--- src/hdl/ridr_pkg.sv ---
// Shared package for the recent-ID de-duplicating ring.
// Holds sizing constants, operation codes, the sequencer states and the cell control struct.
// Used by ridr_cell and recent_id_dedup_ring_top; it depends on nothing else.
package ridr_pkg;

    // Ring sizing.
    localparam int DEPTH   = 32;
    localparam int ID_BITS = 16;
    localparam int IDX_W   = (DEPTH > 1) ? $clog2(DEPTH) : 1;
    localparam int CNT_W   = $clog2(DEPTH + 1);

    typedef logic [ID_BITS-1:0] id_t;
    typedef logic [IDX_W-1:0]   idx_t;
    typedef logic [CNT_W-1:0]   cnt_t;

    // Operation codes of a request.
    typedef enum logic [1:0] {
        OP_INSERT = 2'd0,
        OP_QUERY  = 2'd1,
        OP_CLEAR  = 2'd2,
        OP_READ   = 2'd3
    } op_t;

    // Sequencer states.
    typedef enum logic [1:0] {
        ST_IDLE,
        ST_COMPARE,
        ST_APPLY
    } state_t;

    // Control that the sequencer hands to every cell.
    typedef struct packed {
        logic compare;  // capture the match flag of this cell
        logic shift;    // take the ID of the next newer cell
        logic load;     // take the new ID
        logic valid;    // this cell lies below the entry count
    } cell_ctl_t;

endpackage

--- src/hdl/ridr_cell.sv ---
// One cell of the ring: holds one stored ID and its registered match flag.
// Cells form a chain ordered from oldest to newest; an eviction shifts every ID one cell down.
// Depends on ridr_pkg.
module ridr_cell (
    input  logic                clk,
    input  ridr_pkg::cell_ctl_t ctl,
    input  ridr_pkg::id_t       cmp_id,
    input  ridr_pkg::id_t       new_id,
    input  ridr_pkg::id_t       newer_value,
    output ridr_pkg::id_t       value,
    output logic                hit
);
    import ridr_pkg::*;

    id_t  value_reg;
    id_t  value_next;
    logic hit_reg;
    logic hit_next;

    // Stored ID: shift from the newer neighbor, load a new ID, or hold.
    always_comb
    begin
        value_next = value_reg;
        if (ctl.shift)
        begin
            value_next = newer_value;
        end
        else if (ctl.load)
        begin
            value_next = new_id;
        end
    end

    // Match flag: only a cell that holds a live entry can match.
    always_comb
    begin
        hit_next = hit_reg;
        if (ctl.compare)
        begin
            hit_next = ctl.valid && (value_reg == cmp_id);
        end
    end

    // Payload registers need no reset.
    always_ff @(posedge clk)
    begin
        value_reg <= value_next;
        hit_reg   <= hit_next;
    end

    assign value = value_reg;
    assign hit   = hit_reg;

endmodule

--- src/hdl/recent_id_dedup_ring_top.sv ---
// Recent-ID de-duplicating ring: a chain of DEPTH cells from oldest to newest.
// Timing: a request is captured on acceptance, then passes the compare and apply states; done is registered from apply.
// A new request is not taken until the sequencer is back in idle; busy is high in the compare and apply states.
// The sequencer runs compare (every cell matches in parallel) then apply (update and result).
// Reset clears the entry count, the sequencer and the result strobe; stored IDs are not cleared.
// Results cannot be stalled: each appears for one cycle with done high.
module recent_id_dedup_ring_top (
    input  logic                clk,
    input  logic                rst_n,
    input  logic                start,
    output logic                busy,
    input  ridr_pkg::op_t       operation,
    input  ridr_pkg::id_t       node_id,
    input  ridr_pkg::idx_t      position,
    output logic                done,
    output logic                found,
    output logic                evicted,
    output logic                read_valid,
    output ridr_pkg::id_t       read_value,
    output ridr_pkg::cnt_t      entry_count
);
    import ridr_pkg::*;

    state_t state_reg;
    state_t state_next;

    op_t  cmd_op_reg;
    id_t  cmd_id_reg;
    idx_t cmd_pos_reg;

    cnt_t count_reg;
    cnt_t count_next;

    logic done_reg;
    logic done_next;
    logic found_reg;
    logic found_next;
    logic evicted_reg;
    logic evicted_next;
    logic read_valid_reg;
    logic read_valid_next;
    id_t  read_value_reg;
    id_t  read_value_next;

    logic accept;
    logic any_hit;
    logic full;
    logic do_append;
    logic do_shift;
    logic do_compare;
    logic pos_in_range;

    id_t         cell_value [DEPTH];
    logic [DEPTH-1:0] cell_hit;
    cell_ctl_t   cell_ctl   [DEPTH];

    assign accept  = start && !busy;
    assign any_hit = |cell_hit;
    assign full    = (count_reg == CNT_W'(DEPTH));
    assign pos_in_range = (CNT_W'(cmd_pos_reg) < count_reg);

    // Next state of the sequencer.
    always_comb
    begin
        state_next = state_reg;
        case (state_reg)
            ST_IDLE:
            begin
                if (accept)
                begin
                    state_next = ST_COMPARE;
                end
            end
            ST_COMPARE: state_next = ST_APPLY;
            ST_APPLY:   state_next = ST_IDLE;
            default:    state_next = ST_IDLE;
        endcase
    end

    // Sequencer outputs.
    always_comb
    begin
        busy       = 1'b1;
        do_compare = 1'b0;
        do_append  = 1'b0;
        do_shift   = 1'b0;
        done_next  = 1'b0;
        case (state_reg)
            ST_IDLE:
            begin
                busy = 1'b0;
            end
            ST_COMPARE:
            begin
                do_compare = 1'b1;
            end
            ST_APPLY:
            begin
                done_next = 1'b1;
                if ((cmd_op_reg == OP_INSERT) && !any_hit)
                begin
                    do_append = !full;
                    do_shift  = full;
                end
            end
            default:
            begin
                busy = 1'b1;
            end
        endcase
    end

    // Result fields and the new entry count.
    always_comb
    begin
        count_next      = count_reg;
        found_next      = found_reg;
        evicted_next    = evicted_reg;
        read_valid_next = read_valid_reg;
        read_value_next = read_value_reg;
        if (state_reg == ST_APPLY)
        begin
            found_next      = 1'b0;
            evicted_next    = do_shift;
            read_valid_next = 1'b0;
            read_value_next = '0;
            case (cmd_op_reg)
                OP_INSERT:
                begin
                    found_next = any_hit;
                    if (do_append)
                    begin
                        count_next = count_reg + CNT_W'(1);
                    end
                end
                OP_QUERY:
                begin
                    found_next = any_hit;
                end
                OP_CLEAR:
                begin
                    count_next = '0;
                end
                OP_READ:
                begin
                    if (pos_in_range)
                    begin
                        read_valid_next = 1'b1;
                        read_value_next = cell_value[cmd_pos_reg];
                    end
                end
                default:
                begin
                    found_next = 1'b0;
                end
            endcase
        end
    end

    // Control state.
    always_ff @(posedge clk or negedge rst_n)
    begin
        if (!rst_n)
        begin
            state_reg <= ST_IDLE;
            count_reg <= '0;
            done_reg  <= 1'b0;
        end
        else
        begin
            state_reg <= state_next;
            count_reg <= count_next;
            done_reg  <= done_next;
        end
    end

    // Request capture and result payload.
    always_ff @(posedge clk)
    begin
        if (accept)
        begin
            cmd_op_reg  <= operation;
            cmd_id_reg  <= node_id;
            cmd_pos_reg <= position;
        end
        found_reg      <= found_next;
        evicted_reg    <= evicted_next;
        read_valid_reg <= read_valid_next;
        read_value_reg <= read_value_next;
    end

    // Chain of cells, oldest at index 0; the newest cell shifts in the new ID.
    for (genvar i = 0; i < DEPTH; i++)
    begin : g_cell
        id_t newer;

        if (i == DEPTH - 1)
        begin : g_top
            assign newer = cmd_id_reg;
        end
        else
        begin : g_mid
            assign newer = cell_value[i+1];
        end

        assign cell_ctl[i].compare = do_compare;
        assign cell_ctl[i].shift   = do_shift;
        assign cell_ctl[i].load    = do_append && (count_reg == CNT_W'(i));
        assign cell_ctl[i].valid   = (CNT_W'(i) < count_reg);

        ridr_cell u_cell (
            .clk         (clk),
            .ctl         (cell_ctl[i]),
            .cmp_id      (cmd_id_reg),
            .new_id      (cmd_id_reg),
            .newer_value (newer),
            .value       (cell_value[i]),
            .hit         (cell_hit[i])
        );
    end

    assign done        = done_reg;
    assign found       = found_reg;
    assign evicted     = evicted_reg;
    assign read_valid  = read_valid_reg;
    assign read_value  = read_value_reg;
    assign entry_count = count_reg;

    // A result strobe only follows the apply step.
    a_done_after_apply: assert property (@(posedge clk) disable iff (!rst_n)
        done |-> $past(state_reg) == ST_APPLY)
        else $error("result strobe without an apply step");

    // The entry count never exceeds the ring depth.
    a_count_bound: assert property (@(posedge clk) disable iff (!rst_n)
        count_reg <= CNT_W'(DEPTH))
        else $error("entry count above ring depth");

    // An eviction is reported only with a full ring.
    a_evict_full: assert property (@(posedge clk) disable iff (!rst_n)
        (done && evicted) |-> (count_reg == CNT_W'(DEPTH)))
        else $error("eviction reported while ring not full");

    // An accepted request always moves the sequencer to the compare step.
    a_accept_compare: assert property (@(posedge clk) disable iff (!rst_n)
        accept |=> state_reg == ST_COMPARE)
        else $error("accepted request did not start a compare");

endmodule
--- config.mk ---
export PLATFORM = sky130hd
export DESIGN_NAME = recent_id_dedup_ring_top
export DESIGN_NICKNAME = d
export VERILOG_FILES = /design/src/hdl/ridr_pkg.sv /design/src/hdl/ridr_cell.sv /design/src/hdl/recent_id_dedup_ring_top.sv
export SDC_FILE = /design/constraint.sdc
export NUM_CORES = 1
export LEC_CHECK = 0
export BUFFER_PORTS_ARGS = -buffer_cell sky130_fd_sc_hd__buf_2
export CORE_MARGIN = 2
export CORE_UTILIZATION = 40
export CTS_CLUSTER_DIAMETER = 200
export DETAILED_ROUTE_END_ITERATION = 12
export GPL_TIMING_DRIVEN = 0
export PLACE_DENSITY_LB_ADDON = 0.25
export SYNTH_ARGS = -nofsm -noshare
export SYNTH_HDL_FRONTEND = slang
export SYNTH_HIERARCHICAL = 1
export SYNTH_SLANG_ARGS = --single-unit
--- constraint.sdc ---
create_clock -name clk -period 6.8 [get_ports clk]
set_clock_uncertainty 0.1 [all_clocks]
set_input_delay 0.68 -clock clk [delete_from_list [all_inputs] [get_ports clk]]
set_output_delay 0.68 -clock clk [all_outputs]
set_load 0.1 [all_outputs]
* Word-level counts from Yosys, hierarchy flattened
Index checks and enable logic that the tools add are counted.
Cells by class: $add $sub $neg 1, multiply operators 0, div/mod/pow operators 0, $lt $le $gt $ge 34, eq/ne operators 71, shift-type cells 0, muxes and demuxes 79, bitwise gates (word level) 1, reduce and logical (&&, ||, !) cells 108
Operators by type and width (count):
- 16-bit 2-to-1 mux | 66
- 16-bit == test | 32
- 6-bit by 5-bit == test with 1-bit output (second input constant) | 16
- 5-bit by 6-bit less-than comparator with 1-bit output (first input constant) | 16
- 16-bit binary-select mux with 5-bit select | 1
- 1-bit logical AND | 66
- 2-bit nonzero test | 33
- 6-bit by 4-bit == test with 1-bit output (second input constant) | 8
- 4-bit by 6-bit less-than comparator with 1-bit output (first input constant) | 8
- 32-bit OR reduction | 1
- 6-bit by 3-bit == test with 1-bit output (second input constant) | 4
- 3-bit by 6-bit less-than comparator with 1-bit output (first input constant) | 4
- 6-bit by 2-bit == test with 1-bit output (second input constant) | 2
- 1-bit by 6-bit less-than comparator with 1-bit output (first input constant) | 2
- 2-bit by 6-bit less-than comparator with 1-bit output (first input constant) | 2
- 6-bit case mux with 2 select lines | 1
- 1-bit 2-to-1 mux | 8
- 6-bit by 1-bit adder with 6-bit output (second input constant) | 1
- 2-bit == test (second input constant) | 3
- 6-bit by 1-bit == test with 1-bit output (second input constant) | 1
- 6-bit == test (second input constant) | 1
- 6-bit greater-or-equal comparator (second input constant) | 1
- 6-bit logical NOT | 1
- 5-bit by 6-bit less-than comparator with 1-bit output | 1
- 11 further kinds | 15
Storage, ports and cells: flip-flop bits (word level) 595, bits in latches 0, memory bits (writable) 0, bits in read-only memories 0, input port bits 26, output and inout port bits 27, word-level logic and storage cells 368, memories kept 0

* Logic depth before layout (Yosys ltp)
word-level depth 8, mapped depth 9, depth with buffers taken out 8

* By module
The synthesis kept the hierarchy.
Modules (own cells, without submodules):
- ridr_cell | instances 32, cells an instance 58, area each 888.4 µm², sequential area each 510.5 µm²
- recent_id_dedup_ring_top | instances 1, cells an instance 695, area each 6889.1 µm², sequential area each 1486.4 µm²

* Least setup slack after synthesis
OpenSTA, ideal clock, no wires.
path kind register to register, start point reg count_reg[1], in the netlist entry_count[1], end point reg g_cell[0].u_cell.value_reg[0] (enable), setup time 334 ps, arrival 3429 ps, required time 6366 ps, slack 2938 ps, stages on the path, launching flop included 9, buffers on the path 3, clock period less this slack 3862 ps, path through dfrtp_1 -> inv_1 -> ha_1 -> clkbuf_1 -> nand4_1 -> nor2b_1 -> buf_2 -> buf_2 -> or2_2
RTL lines:
- start: declaration | line recent_id_dedup_ring_top.sv:31 | cnt_t count_reg;
- start signal: assignment | line recent_id_dedup_ring_top.sv:172 | count_reg <= count_next;
- end signal: assignment | line ridr_cell.sv:47 | value_reg <= value_next;
- end: declaration | line ridr_cell.sv:15 | id_t value_reg;

==> summary.md <==
| Metric | Value |
|---|---|
| Max Used Layer | `met4` |
| Initial antenna violation count | `5` |
| Seq/Total Area, Yosys | `between 50 and 60%` |
| Post-layout net count | `roughly 2800` |
| Asr flop ratio synth | `under 10%` |
| CP Data Arrival Time | `approximately 5000 ps` |
| Crit-path slowest cell | `and2b_1` |
| Main synth FF type | `edfxtp_1` |
| Pwr dens | `around 230 nW/um^2` |
| Cell mode on critical path | `buf_2` |
| Worst path max stage delay | `around 1100 ps` |
| I/O pins | `53` |
| I/O Buffers | `52` |
| Die Ht | `301 um` |
| CTS H-tree lvls | `3` |
| Hold path endpoint | `cmd_id_reg[11]` |
| Drt via density | `5.96` |
| Post-synth EDFFs | `between 500 and 600` |
| ANT nets after route | `0` |
| Critical Path, Cell by Cell | `and2b_1, nand2b_1, clkbuf_2, nor4_4, nor2b_4, buf_16, buf_2, buf_2, or2_2` |
| Later-pin clock latency in the skew report | `~630 ps` |
| Hold path depth | `1` |
| Relative slew slack | `between 10% and 20%` |
| LEAKAGE | `13.5 nW` |
| Hold WC Path Type | `input port to flip-flop` |
| Met2 Routed Length | `approximately 56000 um` |
| M1 WL | `roughly 50000 um` |
| Die Area | `about 91000 sq um` |
| CP Capture Type | `flip-flop` |
| Setup bufs post-CTS | `0` |
| Setup violation total in the final timing report | `0` |
| Final WS setup | `1950 ps` |
| CTS sink count | `roughly 600` |
| Post-route DRC | `0` |
| Largest net degree at the start of global routing | `24` |
| Global placement routability congestion | `approximately 0.94` |
| Clock tree buffer depth | `3` |
| # placed instances | `around 3800` |
| Synthesis-to-layout area growth | `16.1%` |
| Root Buffer | `clkbuf_16` |
| First-pass DRT Iterations | `6` |
| Maximum vdd drop | `roughly 190 uV` |
| RSZ-0062 raised after global routing | `false` |
| Synth Warn # | `6` |
| Ranking of synthesized cells by area | `edfxtp_1 (50%), mux2_2 (17%), xnor2_1 (9.5%), mux4_2 (4.1%), mux2i_1 (3.2%)` |
| Max Fclk | `between 200 and 250 MHz` |
| Synth cell types | `50` |
| Via Count | `between 20000 and 25000` |
| DRT iter0 DRCs | `approximately 2300` |
| Mapped Nets | `about 2600` |
| Setup WS pre-CTS | `approximately 2000 ps` |
| Share of the synthesized area in the top cell type | `49.8%` |
| Max Slew Vio Count | `0` |
| CP required | `6960 ps` |
| First-pass GRT wire length | `roughly 170000 um` |
| Worst-Margin Slew | `around 1300 ps` |
| Final hold violations | `0` |
| Crit path max fanout | `21` |
| Final wirelength | `around 120000 um` |
| Worst reg2reg setup slack | `slightly below 2000 ps` |
| Worst-path clk slew | `approximately 60 ps` |
| FF-to-FF End | `g_cell[0].u_cell/value[7]` |
| Max Cap Viol | `0` |
| CTS tree | `built` |
| Reg-to-Reg Start | `state_reg[0]` |
| Hold Startpoint | `node_id[11]` |
| Total inserted antenna cells | `0` |
| Startpoint type of the worst setup path | `flip-flop` |
| Mean Syn Cell Area | `about 14 sq um` |
| Cts bufs inserted | `70` |
| CP Class | `flip-flop to flip-flop` |
| Largest register FFs | `just over 500` |
| Synth Cell Area | `about 35000 sq um` |
| Starting density of the core | `about two fifths` |
| Worst r2r path cells | `9` |
| CP bufs+invs | `4` |
| DR WL met3 | `~8000 um` |
| Vias in the first global route | `about 24000` |
| Fraction of layout cells with a size suffix above 1 | `between 30 and 40%` |
| Yosys top cell by area | `edfxtp_1` |
| Yosys reg bits | `a little under 600` |
| Syn Inst Count | `2551` |
| Rows | `about 110` |
| Outcome | `complete, no violations` |
| Final total power | `about 9.3 mW` |
| Total GRT Usage | `25.8%` |
| Core ar. | `between 80000 and 90000 sq um` |
| Routed wire per std cell | `29.8 um` |
| Hpwl dp | `91000 um` |
| Final Critical Period | `4850 ps` |
| Post-route insts no fill | `3948` |
| Final cycle utilization of the critical path | `between 70% and 80%` |
| Die X | `between 300 and 400 um` |
| Largest delay share family, worst path | `simple AND/OR/NAND/NOR gates` |
| Fill cells | `between 7000 and 8000` |
| GRT overflow | `0` |
==> logic make-up after synthesis <==
family / share of synthesized area [%]
fa+ha+maj: 0.248
compound gates: 3.76
buf+inv: 2.03
simple gates: 6.69
flops: 50.5
mux: 24.1
xor+xnor: 12.7
==> worst max-delay path by stage <==
stage,cells past startpoint,slack (ps),to,startpoint
after floorplan,8,2940,g_cell[0].u_cell/value[0],entry_count[1]
after global placement,8,-200,g_cell[0].u_cell/value[9],state_reg[0]
after detailed placement,9,1980,g_cell[0].u_cell/value[8],state_reg[0]
after CTS,9,1960,g_cell[0].u_cell/value[7],state_reg[0]
after global routing,9,1720,g_cell[0].u_cell/value[7],state_reg[0]
final,9,1950,g_cell[0].u_cell/value[7],state_reg[0]
==> area by class of cell <==
cell class | count | area [sq um] | area share (%)
clock buffer | 91 | 1940 | 4.72
sequential | 595 | 17800 | 43.5
tap | 1155 | 1450 | 3.52
timing repair buffer | 116 | 1930 | 4.72
clock inverter | 35 | 344 | 0.839
inverter | 16 | 60.1 | 0.146
multi-input combinational | 1809 | 16800 | 41.0
buffer | 131 | 656 | 1.60
==> placed cells by master, fill, tap and decap left out, types with 9 or more instances in the layout <==
master,count
edfxtp_1,586
nor2_1,33
xor2_1,128
a221oi_1,32
a22o_1,16
clkinv_2,13
nand2_1,88
mux4_2,64
nor4_2,35
inv_1,15
a22oi_1,32
clkbuf_1,42
o21ai_0,57
buf_4,9
buf_2,137
nor3_1,26
mux2i_1,113
mux2_2,528
xnor2_1,384
dfrtp_1,9
or2_2,33
clkbuf_16,74
buf_16,57
a21oi_1,44
nor4_1,39
clkinv_1,10
nand4_1,100
==> stage by stage <==
step                      util (%)  area (sq um)  hold slack [ps]  TNS [ps]
final                         47.0         41000              131         0
after global routing          47.0         41000              103         0
after CTS                     47.0         41000              102         0
after detailed placement      44.4         38700              418         0
after global placement        42.5         37000              348    -18610
after floorplan                  -         35300              284         0
==> Yosys cell counts, types with 3 or more instances <==
master	instances
o21bai_1	4
a221oi_1	32
inv_1	15
nor4_2	35
buf_2	85
a22oi_1	32
mux2_2	528
nor2b_1	6
a21oi_1	44
o21ai_0	57
a22o_1	16
nor4_1	39
clkbuf_1	27
mux2i_1	113
nand2_1	88
xor2_1	128
and3_1	4
nand2b_1	4
nor3_1	26
or2_2	33
buf_4	9
dfrtp_1	9
mux4_2	64
edfxtp_1	586
buf_6	3
xnor2_1	384
nand4_1	100
a21o_1	5
nor2_1	34
buf_1	6
and2_1	5
ha_1	7
==> timing repair <==
| action | CTS | global route |
|---|---|---|
| hold buffers | 1 | 0 |
| gates resized for setup | 0 | 0 |
| endpoints found under the hold margin | 9 | 0 |
==> routing by layer <==
layer | GRT usage [%] | vias to the layer above
met5 | 0 | -
met4 | 8.65 | 0
met3 | 4.33 | 235
met2 | 42.5 | 1021
met1 | 34.6 | 12100
li1 | - | 10200
==> report_power, final <==
group | total (mW) | switching, mW | internal, mW | leakage [nW]
clock | 3.82 | 1.58 | 2.24 | 1.11
combinational | 1.37 | 0.781 | 0.591 | 6.98
sequential | 4.15 | 0.0538 | 4.10 | 5.43
Note: power is estimated with default switching activity, not from simulation.
